--- src/hdl/whole_word_mask_filter_macros.svh ---
// ---------------------------------------------------------------------------
// whole word mask filter assertion macros
// concurrent checks clocked on clk_i, off while rst_ni is low
// ---------------------------------------------------------------------------
`ifndef WHOLE_WORD_MASK_FILTER_MACROS_SVH
`define WHOLE_WORD_MASK_FILTER_MACROS_SVH

`ifndef ASSERT_OFF
`define WWMF_ASSERT(lbl, prop) \
  lbl: assert property (@(posedge clk_i) disable iff (!rst_ni) (prop)) \
    else $error("wwmf assertion failed");
`define WWMF_ASSERT_IMPL(lbl, ante, cons) \
  lbl: assert property (@(posedge clk_i) disable iff (!rst_ni) (ante) |-> (cons)) \
    else $error("wwmf assertion failed");
`else
`define WWMF_ASSERT(lbl, prop)
`define WWMF_ASSERT_IMPL(lbl, ante, cons)
`endif

`endif

--- src/hdl/wwmf_pkg.sv ---
// ---------------------------------------------------------------------------
// wwmf_pkg
// shared constants for the whole word mask filter
// ---------------------------------------------------------------------------
`timescale 1ns / 1ps
`default_nettype none

package wwmf_pkg;

  localparam int unsigned MAX_WORD_LEN_DEF = 16;
  localparam int unsigned WORD_LEN_CAP     = 16;

  localparam logic [7:0] MASK_CHAR = 8'd88;
  localparam logic [7:0] CHAR_SP   = 8'd32;
  localparam logic [7:0] CHAR_TAB  = 8'd9;
  localparam logic [7:0] CHAR_CR   = 8'd13;
  localparam logic [7:0] CHAR_LF   = 8'd10;

  localparam int unsigned CFG_IDX_W = 2;
  localparam logic [CFG_IDX_W-1:0] REG_WORD_LOW  = 2'd0;
  localparam logic [CFG_IDX_W-1:0] REG_WORD_HIGH = 2'd1;
  localparam logic [CFG_IDX_W-1:0] REG_WORD_LEN  = 2'd2;

endpackage

`default_nettype wire

--- src/hdl/wwmf_ram.sv ---
// ---------------------------------------------------------------------------
// wwmf_ram
// generic single write port ram with one registered read port
// ---------------------------------------------------------------------------
`timescale 1ns / 1ps
`default_nettype none

module wwmf_ram #(
  parameter int unsigned WIDTH = 8,
  parameter int unsigned DEPTH = 16,
  parameter int unsigned AW    = (DEPTH > 1) ? $clog2(DEPTH) : 1
) (
  input  wire logic             clk_i,
  input  wire logic             wr_en_i,
  input  wire logic [AW-1:0]    wr_addr_i,
  input  wire logic [WIDTH-1:0] wr_data_i,
  input  wire logic             rd_en_i,
  input  wire logic [AW-1:0]    rd_addr_i,
  output logic      [WIDTH-1:0] rd_data_o
);

  logic [WIDTH-1:0] mem_q [DEPTH];
  logic [WIDTH-1:0] rd_data_q;

  always_ff @(posedge clk_i) begin
    if (wr_en_i) begin
      mem_q[wr_addr_i] <= wr_data_i;
    end
    if (rd_en_i) begin
      rd_data_q <= mem_q[rd_addr_i];
    end
  end

  assign rd_data_o = rd_data_q;

endmodule

`default_nettype wire

--- src/hdl/whole_word_mask_filter.sv ---
// ---------------------------------------------------------------------------
// whole_word_mask_filter
// Text stream filter: a token that equals the configured word leaves as a
// run of 'X' bytes, every other byte leaves unchanged and in order. Bytes
// of a token that still matches a prefix of the word sit in a small ram
// until the token ends or stops matching. A byte that releases held bytes
// is taken, then each held byte in turn is read from the ram and loaded
// into the output register, and last the byte itself when it follows the
// release; at most min(16, MAX_WORD_LEN) bytes are held. Held bytes leave
// one at a time through the single read port of the held byte ram, no new
// byte is taken until the release is over, and a full output register
// stalls the release. A new byte is taken while the last result still waits
// in the output register, as long as that register drains in the same cycle.
// ---------------------------------------------------------------------------
`timescale 1ns / 1ps
`default_nettype none
`include "whole_word_mask_filter_macros.svh"

module whole_word_mask_filter #(
  parameter int unsigned MAX_WORD_LEN = wwmf_pkg::MAX_WORD_LEN_DEF
) (
  input  wire logic                           clk_i,
  input  wire logic                           rst_ni,
  // configuration
  input  wire logic                           cfg_valid_i,
  output logic                                cfg_ready_o,
  input  wire logic [wwmf_pkg::CFG_IDX_W-1:0] cfg_index_i,
  input  wire logic [63:0]                    cfg_data_i,
  // input stream
  input  wire logic                           s_axis_tvalid,
  output logic                                s_axis_tready,
  input  wire logic [7:0]                     s_axis_tdata,  // in_char
  input  wire logic                           s_axis_tlast,  // in_string_end
  // output stream
  output logic                                m_axis_tvalid,
  input  wire logic                           m_axis_tready,
  output logic      [7:0]                     m_axis_tdata,  // out_char
  output logic                                m_axis_tuser,  // run_last
  output logic                                m_axis_tlast   // out_string_end
);

  import wwmf_pkg::*;

  localparam int unsigned CW = $clog2(MAX_WORD_LEN + 1);
  localparam int unsigned WW = (CW > 5) ? CW : 5;
  localparam int unsigned AW = (MAX_WORD_LEN > 1) ? $clog2(MAX_WORD_LEN) : 1;

  localparam logic [1:0] S_IDLE = 2'd0;
  localparam logic [1:0] S_READ = 2'd1;
  localparam logic [1:0] S_SEND = 2'd2;
  localparam logic [1:0] S_TAIL = 2'd3;

  logic [63:0]   word_lo_q, word_hi_q;
  logic [4:0]    word_len_q;
  logic [1:0]    state_q, state_d;
  logic [CW-1:0] held_q, held_d;
  logic          pass_q, pass_d;
  logic [CW-1:0] rel_idx_q, rel_idx_d;
  logic [CW-1:0] rel_cnt_q, rel_cnt_d;
  logic          whole_q, whole_d;
  logic          tail_q, tail_d;
  logic [7:0]    tail_char_q, tail_char_d;
  logic          end_q, end_d;
  logic          out_valid_q, out_valid_d;
  logic [7:0]    out_char_q, out_char_d;
  logic          out_run_last_q, out_run_last_d;
  logic          out_end_q, out_end_d;

  logic          accept, out_free, is_ws, is_match, rd_en, wr_en, rel_done;
  logic [4:0]    len5;
  logic [WW-1:0] len_w, len_sat, held_w;
  logic [127:0]  word_all;
  logic [7:0]    word_char, rd_data;

  assign cfg_ready_o = 1'b1;

  always_ff @(posedge clk_i or negedge rst_ni) begin
    if (!rst_ni) begin
      word_lo_q  <= '0;
      word_hi_q  <= '0;
      word_len_q <= 5'd1;
    end else if (cfg_valid_i) begin
      unique case (cfg_index_i)
        REG_WORD_LOW:  word_lo_q  <= cfg_data_i;
        REG_WORD_HIGH: word_hi_q  <= cfg_data_i;
        REG_WORD_LEN:  word_len_q <= cfg_data_i[4:0];
        default: ;
      endcase
    end
  end

  assign out_free      = !out_valid_q || m_axis_tready;
  assign s_axis_tready = (state_q == S_IDLE) && out_free;
  assign accept        = s_axis_tvalid && s_axis_tready;

  assign len5     = (word_len_q > 5'(WORD_LEN_CAP)) ? 5'(WORD_LEN_CAP) : word_len_q;
  assign len_w    = WW'(len5);
  assign len_sat  = (len_w > WW'(MAX_WORD_LEN)) ? WW'(MAX_WORD_LEN) : len_w;
  assign held_w   = WW'(held_q);
  assign word_all = {word_hi_q, word_lo_q};
  assign word_char = word_all[{held_w[3:0], 3'b000} +: 8];

  assign is_ws = (s_axis_tdata == CHAR_SP) || (s_axis_tdata == CHAR_TAB) ||
                 (s_axis_tdata == CHAR_CR) || (s_axis_tdata == CHAR_LF);
  assign is_match = !is_ws && !pass_q && (held_w < len_sat) && (s_axis_tdata == word_char);
  assign wr_en    = accept && is_match;
  assign rd_en    = (state_q == S_READ);
  assign rel_done = (rel_idx_q + CW'(1)) == rel_cnt_q;

  wwmf_ram #(
    .WIDTH(8),
    .DEPTH(MAX_WORD_LEN),
    .AW   (AW)
  ) u_held_ram (
    .clk_i    (clk_i),
    .wr_en_i  (wr_en),
    .wr_addr_i(held_q[AW-1:0]),
    .wr_data_i(s_axis_tdata),
    .rd_en_i  (rd_en),
    .rd_addr_i(rel_idx_q[AW-1:0]),
    .rd_data_o(rd_data)
  );

  always_comb begin
    state_d        = state_q;
    held_d         = held_q;
    pass_d         = pass_q;
    rel_idx_d      = rel_idx_q;
    rel_cnt_d      = rel_cnt_q;
    whole_d        = whole_q;
    tail_d         = tail_q;
    tail_char_d    = tail_char_q;
    end_d          = end_q;
    out_valid_d    = out_valid_q && !m_axis_tready;
    out_char_d     = out_char_q;
    out_run_last_d = out_run_last_q;
    out_end_d      = out_end_q;

    unique case (state_q)
      S_IDLE: begin
        if (accept) begin
          end_d       = s_axis_tlast;
          tail_char_d = s_axis_tdata;
          rel_idx_d   = '0;
          if (is_ws) begin
            whole_d = !pass_q && (len_sat != '0) && (held_w == len_sat);
            pass_d  = 1'b0;
            held_d  = '0;
            if (held_q != '0) begin
              rel_cnt_d = held_q;
              tail_d    = 1'b1;
              state_d   = S_READ;
            end else begin
              out_valid_d    = 1'b1;
              out_char_d     = s_axis_tdata;
              out_run_last_d = 1'b1;
              out_end_d      = s_axis_tlast;
            end
          end else if (pass_q) begin
            out_valid_d    = 1'b1;
            out_char_d     = s_axis_tdata;
            out_run_last_d = 1'b1;
            out_end_d      = s_axis_tlast;
          end else if (is_match) begin
            held_d = held_q + CW'(1);
            if (s_axis_tlast) begin
              rel_cnt_d = held_q + CW'(1);
              whole_d   = (held_w + WW'(1)) == len_sat;
              tail_d    = 1'b0;
              held_d    = '0;
              state_d   = S_READ;
            end
          end else begin
            whole_d = 1'b0;
            pass_d  = 1'b1;
            held_d  = '0;
            if (held_q != '0) begin
              rel_cnt_d = held_q;
              tail_d    = 1'b1;
              state_d   = S_READ;
            end else begin
              out_valid_d    = 1'b1;
              out_char_d     = s_axis_tdata;
              out_run_last_d = 1'b1;
              out_end_d      = s_axis_tlast;
            end
          end
          if (s_axis_tlast) begin
            pass_d = 1'b0;
            held_d = '0;
          end
        end
      end
      S_READ: begin
        state_d = S_SEND;
      end
      S_SEND: begin
        if (out_free) begin
          out_valid_d    = 1'b1;
          out_char_d     = whole_q ? MASK_CHAR : rd_data;
          out_run_last_d = rel_done && !tail_q;
          out_end_d      = rel_done && !tail_q && end_q;
          rel_idx_d      = rel_idx_q + CW'(1);
          if (!rel_done) begin
            state_d = S_READ;
          end else if (tail_q) begin
            state_d = S_TAIL;
          end else begin
            state_d = S_IDLE;
          end
        end
      end
      S_TAIL: begin
        if (out_free) begin
          out_valid_d    = 1'b1;
          out_char_d     = tail_char_q;
          out_run_last_d = 1'b1;
          out_end_d      = end_q;
          state_d        = S_IDLE;
        end
      end
      default: state_d = S_IDLE;
    endcase
  end

  always_ff @(posedge clk_i or negedge rst_ni) begin
    if (!rst_ni) begin
      state_q     <= S_IDLE;
      held_q      <= '0;
      pass_q      <= 1'b0;
      rel_idx_q   <= '0;
      rel_cnt_q   <= '0;
      whole_q     <= 1'b0;
      tail_q      <= 1'b0;
      end_q       <= 1'b0;
      out_valid_q <= 1'b0;
    end else begin
      state_q     <= state_d;
      held_q      <= held_d;
      pass_q      <= pass_d;
      rel_idx_q   <= rel_idx_d;
      rel_cnt_q   <= rel_cnt_d;
      whole_q     <= whole_d;
      tail_q      <= tail_d;
      end_q       <= end_d;
      out_valid_q <= out_valid_d;
    end
  end

  always_ff @(posedge clk_i) begin
    tail_char_q    <= tail_char_d;
    out_char_q     <= out_char_d;
    out_run_last_q <= out_run_last_d;
    out_end_q      <= out_end_d;
  end

  assign m_axis_tvalid = out_valid_q;
  assign m_axis_tdata  = out_char_q;
  assign m_axis_tuser  = out_run_last_q;
  assign m_axis_tlast  = out_end_q;

  // held bytes and a failed token never coexist
  `WWMF_ASSERT_IMPL(a_pass_no_held, pass_q, held_q == '0)
  `WWMF_ASSERT(a_held_bound, CW'(MAX_WORD_LEN) >= held_q)
  `WWMF_ASSERT_IMPL(a_send_in_range, state_q == S_SEND, rel_idx_q < rel_cnt_q)
  `WWMF_ASSERT_IMPL(a_send_after_read, state_q == S_SEND && $past(state_q) != S_SEND,
                    $past(state_q) == S_READ)
  `WWMF_ASSERT_IMPL(a_string_end_clears, accept && s_axis_tlast,
                    ##1 (held_q == '0 && !pass_q))

endmodule

`default_nettype wire
--- config.mk ---
export PLATFORM = sky130hd
export DESIGN_NAME = whole_word_mask_filter
export DESIGN_NICKNAME = d
export VERILOG_FILES = /design/src/hdl/wwmf_pkg.sv /design/src/hdl/wwmf_ram.sv /design/src/hdl/whole_word_mask_filter.sv
export VERILOG_INCLUDE_DIRS = /design/src /design/src/hdl
export SDC_FILE = /design/constraint.sdc
export NUM_CORES = 1
export LEC_CHECK = 0
export ABC_AREA = 1
export CAP_MARGIN = 20
export CORE_MARGIN = 4
export CORE_UTILIZATION = 55
export DETAILED_ROUTE_END_ITERATION = 12
export DONT_BUFFER_PORTS = 1
export PLACE_DENSITY = 0.7
export SYNTH_ARGS = -nofsm -noshare
export SYNTH_HDL_FRONTEND = slang
export SYNTH_HIERARCHICAL = 1
export SYNTH_SLANG_ARGS = --single-unit
--- constraint.sdc ---
create_clock -name clk_i -period 3.5 [get_ports clk_i]
set_input_delay 0.7 -clock clk_i [delete_from_list [all_inputs] [get_ports clk_i]]
set_output_delay 0.7 -clock clk_i [all_outputs]
set_load 0.01 [all_outputs]
# == After elaboration in Yosys (flattened, before gate mapping) ==
# Memory sizes are Yosys's and may differ from the RTL's. A register that Yosys moved wholly into a read port is not among the register bits.
# Cells that the tools add are included.
# classes
add_sub_neg,2
magnitude_cmp,3
n_eq_ne,22
n_shift,1
mux,72
n_reduce_logical,36
# ops
operator,n
$shiftx A128 B8 Y8,1
$mux W5,13
$mux W8,8
$mux W1,35
$eq A8 B4 Y1 const B,3
$pmux W8 S3,1
$mux W2,10
$eq A5 B5 Y1,3
$logic_and A1 B1 Y1,11
$add A5 B1 Y5 const B,2
$gt A5 B5 Y1 const B,2
$pmux W5 S2,1
$reduce_and A5 Y1,2
$reduce_bool A5 Y1,2
$eq A8 B6 Y1 const B,1
$eq A8 B8 Y1,1
$ne A4 B4 Y1 const B,2
$pmux W2 S4,1
$reduce_and A2 Y1,4
$eq A2 B2 Y1 const B,3
$ne A2 B2 Y1 const B,3
$ne A3 B3 Y1 const B,2
$pmux W1 S3,2
$reduce_and A3 Y1,2
other kinds (12),21
# totals
regBits,173
ram_bits,128
input_bits,80
output_inout_bits,13
elab_cells,153
memories,1
# mem_list
memory,words,word_bits,rd,rd_clocked_by_memory_dff,wr,line,text
u_held_ram.mem_q,16,8,1,1,1,wwmf_ram.sv:22,logic [WIDTH-1:0] mem_q [DEPTH];

# == Depth between registers and ports, before layout ==
# depth
depth_word,13
mapped_depth,21

# == Hierarchy ==
# Netlist, hierarchy kept.
# modules_own_cells
mod,instances,cells_per_inst,area_per_inst_um2,seq_area_each_um2
whole_word_mask_filter,1,1230,9096.2,4420.5
wwmf_ram,1,551,5846.9,4083.9

# == Worst setup path before layout ==
# OpenSTA, ideal clock, no wires.
# synth_timing
path_type,input -> register
start,input port s_axis_tdata[1]
end,"memory u_held_ram.mem_q[12][0], enable pin"
arrival_time_ps,2511
path_slack_ps,619
path_stages,15
path_buffers,1
cell_sequence,clkbuf_1 -> nand2_1 -> nand3_1 -> inv_1 -> nand4_1 -> nand2_1 -> inv_1 -> nand2_1 -> a21oi_1 -> nand2_1 -> nor2_1 -> nand3_2 -> nor2_1 -> nand3_1 -> nor2_1
# synth_via
elab_chain_len,11
elab_cells_between_ends,15
classes_between,eq/ne: 5; mux: 2; reduce/logical: 8
# synth_rtl
element,line,text
start: declaration,whole_word_mask_filter.sv:32,"input wire logic [7:0] s_axis_tdata,"
$eq A8 B6 Y1 / $eq A8 B4 Y1 (equally long branches),whole_word_mask_filter.sv:103,assign is_ws = (s_axis_tdata == CHAR_SP) || (s_axis_tdata == CHAR_TAB) ||
$logic_or A1 B1 Y1 (2 in series),whole_word_mask_filter.sv:103,
$logic_or A1 B1 Y1,whole_word_mask_filter.sv:104,(s_axis_tdata == CHAR_CR) || (s_axis_tdata == CHAR_LF);
$logic_not A1 Y1,whole_word_mask_filter.sv:105,assign is_match = !is_ws && !pass_q && (held_w < len_sat) && (s_axis_tdata == word_char);
$logic_and A1 B1 Y1 (2 in series),whole_word_mask_filter.sv:105,
$logic_and A1 B1 Y1 *,whole_word_mask_filter.sv:105,
$logic_and A1 B1 Y1 *,whole_word_mask_filter.sv:106,assign wr_en = accept && is_match;
via wr_en,whole_word_mask_filter.sv:69,"logic accept, out_free, is_ws, is_match, rd_en, wr_en, rel_done;"
$mux W1 *,wwmf_ram.sv:26,if (wr_en_i) begin
$mux W1 (not written as such) *,wwmf_ram.sv:27,mem_q[wr_addr_i] <= wr_data_i;
end: declaration,wwmf_ram.sv:22,
# Mark *: on every way through the listed nets, which the timed path passes. The rest lies on a longest branch.

# == Final worst setup path ==
# layout_timing
start,register held_q[0]
end,"memory u_held_ram.mem_q[7][1], enable pin"
# layout_via
elab_chain_len,6
elab_cells_between_ends,8
classes_between,order compare: 1; eq/ne: 1; shift: 1; mux: 2; reduce/logical: 3
# layout_rtl
element,line,text
start: declaration,whole_word_mask_filter.sv:56,"logic [CW-1:0] held_q, held_d;"
start signal: assignment,whole_word_mask_filter.sv:239,held_q <= held_d;
$shiftx A128 B8 Y8 / $lt A5 B5 Y1 (equally long branches),"whole_word_mask_filter.sv:101, whole_word_mask_filter.sv:105",
$eq A8 B8 Y1 / $logic_and A1 B1 Y1 (equally long branches),whole_word_mask_filter.sv:105,
$logic_and A1 B1 Y1 *,whole_word_mask_filter.sv:105,
$logic_and A1 B1 Y1 *,whole_word_mask_filter.sv:106,
via wr_en,whole_word_mask_filter.sv:69,
$mux W1 *,wwmf_ram.sv:26,
$mux W1 (not written as such) *,wwmf_ram.sv:27,
# Marks and branches as above.

==> impl_metrics.csv <==
group,metric,value,unit
clock_tree,cts_tree,"yes",
floorplanning,start_util,55.6,%
clock_tree,cts_resized,0,
setup_path,crit_path_end_kind,"flop",
logic_synthesis,synth_fp_nets,1869,
sta,maxSlewHeadroom,29.9,%
sta,max_freq,328,MHz
clock_tree,cts_htree_levels,1,
sta,final_hold_viol_count,154,
power_and_ir_drop,power_density,524,nW/um2
global_routing,grt_pass1_wl,59000,um
placement,dp.cells,2072,
setup_path,crit_chain,"inv_6 > nand2_1 > nand2_1 > nand2_1 > nand3_1 > nand3_1 > nand2_1 > nand2_1 > nand2_1 > nand2_1 > nor2_2 > nand3_2 > nor2_1 > nand3b_1 > nor2_1 > buf_4",
power_and_ir_drop,intPower,6.47,mW
routing,avgViaCountPerCell,5.40,
clock_tree,cts_buffer_depth,3,
logic_synthesis,async_reset_ff_share,50.2,%
setup_path,crit_fanout,65,
layout,drive_gt1_share,5.81,%
logic_synthesis,synth.most_common_cell,"nand2_1",
global_routing,grt_max_degree,156,
global_routing,gr-total-overflow,0,
clock_tree,path_clk_slew,0.06,ns
logic_synthesis,yosysWarnings,6,
sta,postLayoutSetupSlackWorst,0.452,ns
routing,drc,0,
floorplanning,ios,93,
placement,globalplace.congestion,0.949,
logic_synthesis,yosys.cell_types.count,37,
layout,n_antenna_cell,0,
routing,via_count,11500,
sta,worst_pin_slew,1.05,ns
clock_tree,clockRootBuffer,"clkbuf_16",
power_and_ir_drop,power_frac_seq,50.6,%
logic_synthesis,synth_top_area_share,30.9,%
layout,area_growth,8.76,%
clock_tree,cts_made_buffers,31,
power_and_ir_drop,p_leak,7.75,nW
layout,final_area,16300,um2
sta,setup_viol,0,
global_routing,grt_usage,24.2,%
global_routing,grt_pass1_vias,11000,
logic_synthesis,avgSynthCellArea,8.39,um2
logic_synthesis,netlist_instances,1781,
power_and_ir_drop,ir_drop,0.427,mV
outcome,status,"finished with violations",
layout,final_cells,2130,
clock_tree,postCtsSetupBuffers,0,
sta,skew,0.0219,ns
routing,post_drt_wl_per_cell,17.2,um
clock_tree,numClockSinks,309,
logic_synthesis,netlist_area,14900,um2
setup_path,critPathTopFamily,"simple AND/OR/NAND/NOR gates",
floorplanning,dieArea,29900,um2
setup_path,cp_slowest_cell,"dfrtp_2",
routing,firstDrtPassIters,6,
run,maxCapViolCount,0,
logic_synthesis,synth-seq-cells,309,
placement,port_buffers,0,
hold_path,hp-class,"in2async",
placement,dpl.hpwl,24500,um
floorplanning,die_width,173,um
global_routing,antenna_found_initial,0,
setup_path,path_buf_inv,2,
setup_path,required,3.77,ns
power_and_ir_drop,clockPowerShare,39.8,%
placement,detailedPlace.worstSlack,0.517,ns
setup_path,critPathLaunchType,"flop",
power_and_ir_drop,switching_share,24.0,%
sta,fin_crit_sh,87.1,%
sta,fin_crit,3.05,ns
sta,timing.hold.ws,-0.154,ns
floorplanning,core_region_area,26900,um2
floorplanning,num_rows,60,
power_and_ir_drop,power,8.52,mW
layout,final_nets,1852,
placement,dpl_cell_area,15200,um2
logic_synthesis,yosysTopAreaCell,"edfxtp_1",
sta,drv_slew,0,
sta,fin_setup_tns,0,ns
setup_path,crit_top_cell,"nand2_1",
setup_path,cp.arrival,3.32,ns
routing,first_iter_violations,1285,
logic_synthesis,ys_top_cells_by_count,"582 x nand2_1, 276 x inv_1, 179 x nand3_1, 172 x o21ai_0",
setup_path,cpPeakStageDelay,0.46,ns
outcome,failed_checks,"hold timing",
power_and_ir_drop,p_switching,2.05,mW
sta,grt_setup_unrepaired,"false",
power_and_ir_drop,power_frac_comb,9.6,%
logic_synthesis,synth-seq-area-share,56.9,%
logic_synthesis,synth_edf_count,154,
routing,drtAntennaViolNets,0,
routing,routed_wl,36600,um
clock_tree,insertion_delay,0.57,ns
logic_synthesis,synth_ff_type,"edfxtp_1",
logic_synthesis,ys_top_cells_by_area,"edfxtp_1 31%, dfrtp_1 26%, nand2_1 15%",
setup_path,critPathKind,"reg2reg",
floorplanning,die_h,173,um
layout make-up:
class,count,area [um2]
fill,2347,10600
clock inverter,13,165
sequential,309,8510
timing repair buffer,33,285
clock buffer,45,886
inverter,288,1090
multi-input combinational,1101,4900
tap,341,427
stage by stage:
stage	util, %	hold WS (ns)
after floorplan	-	0.404
after global placement	56.6	0.414
after detailed placement	56.6	0.414
after CTS	60.5	-0.180
after global routing	60.5	-0.189
final	60.5	-0.154
final timing paths:
check,from,end,slack [ns],cells past startpoint
max in group asynchronous,rst_ni,word_len_q[0]$_DFFE_PN1P_,3.30,0
worst max-delay path,held_q[0]$_DFFE_PN0P_,u_held_ram/mem_q[7][1]$_DFFE_PP_,0.45,16
worst max register to register,held_q[0]$_DFFE_PN0P_,u_held_ram/mem_q[7][1]$_DFFE_PP_,0.45,16
min in group clk_i,s_axis_tdata[0],u_held_ram/mem_q[4][0]$_DFFE_PP_,0.23,0
worst min register to register,word_lo_q[13]$_DFFE_PN0P_,word_lo_q[13]$_DFFE_PN0P_,0.48,2
worst min-delay path,rst_ni,end_q$_DFFE_PN0P_,-0.15,0
flip-flops by register name, summed over array words and instances (netlist names), 2 cells and up:
| register | flops |
|---|---|
| u_held_ram/mem_q | 128 |
| held_q | 5 |
| m_axis_tdata | 8 |
| word_hi_q | 64 |
| tail_char_q | 8 |
| word_len_q | 5 |
| u_held_ram/rd_data_o | 8 |
| rel_idx_q | 5 |
| state_q | 2 |
| word_lo_q | 64 |
| rel_cnt_q | 5 |
power groups by stage:
| stage | logic, mW | clock network, mW | registers (mW) |
|---|---|---|---|
| 2_1_floorplan | 0.638 | 0 | 4.32 |
| 3_3_place_gp | 0.796 | 0 | 4.37 |
| 3_5_place_dp | 0.816 | 0 | 4.38 |
| 4_1_cts | 0.820 | 3.44 | 4.31 |
| 5_1_grt | 0.965 | 3.61 | 4.35 |
| 6_report | 0.819 | 3.39 | 4.31 |
cells by family (layout without fill, tap and decap cells):
family	Yosys count	in the layout	share of synthesized area, %
XOR/XNOR	10	10	0.586
adder cells (fa/ha/maj)	8	8	0.670
buffers and inverters	371	379	10.5
AND/OR/NAND/NOR	860	860	23.6
flip-flops	309	309	56.9
AO/OA/AOI/OAI	222	222	7.76
other	1	1	0.0251
routing by layer:
layer  vias up  GRT usage, %  part of all wire (%)  wire (um)
met5         -             0                     0          0
met4         0          6.19                   2.8       1040
met1      5396          34.9                    44      16100
li1       5598             -                     -          -
met2       427          39.2                    46      17000
met3        71          3.52                   6.5       2390
cell usage in the layout, fill, tap and decap left out, types with 6 or more instances in the layout:
master / instances
clkbuf_16: 31
clkbuf_1: 7
ha_1: 8
inv_2: 9
a21oi_1: 9
dfrtp_1: 152
nand2_1: 582
nor2_1: 81
xor2_1: 8
inv_1: 276
o22ai_1: 6
buf_4: 30
o21ai_0: 172
nand3_1: 177
o21ai_1: 22
edfxtp_1: 154
Note: power is estimated with default switching activity, not from simulation.
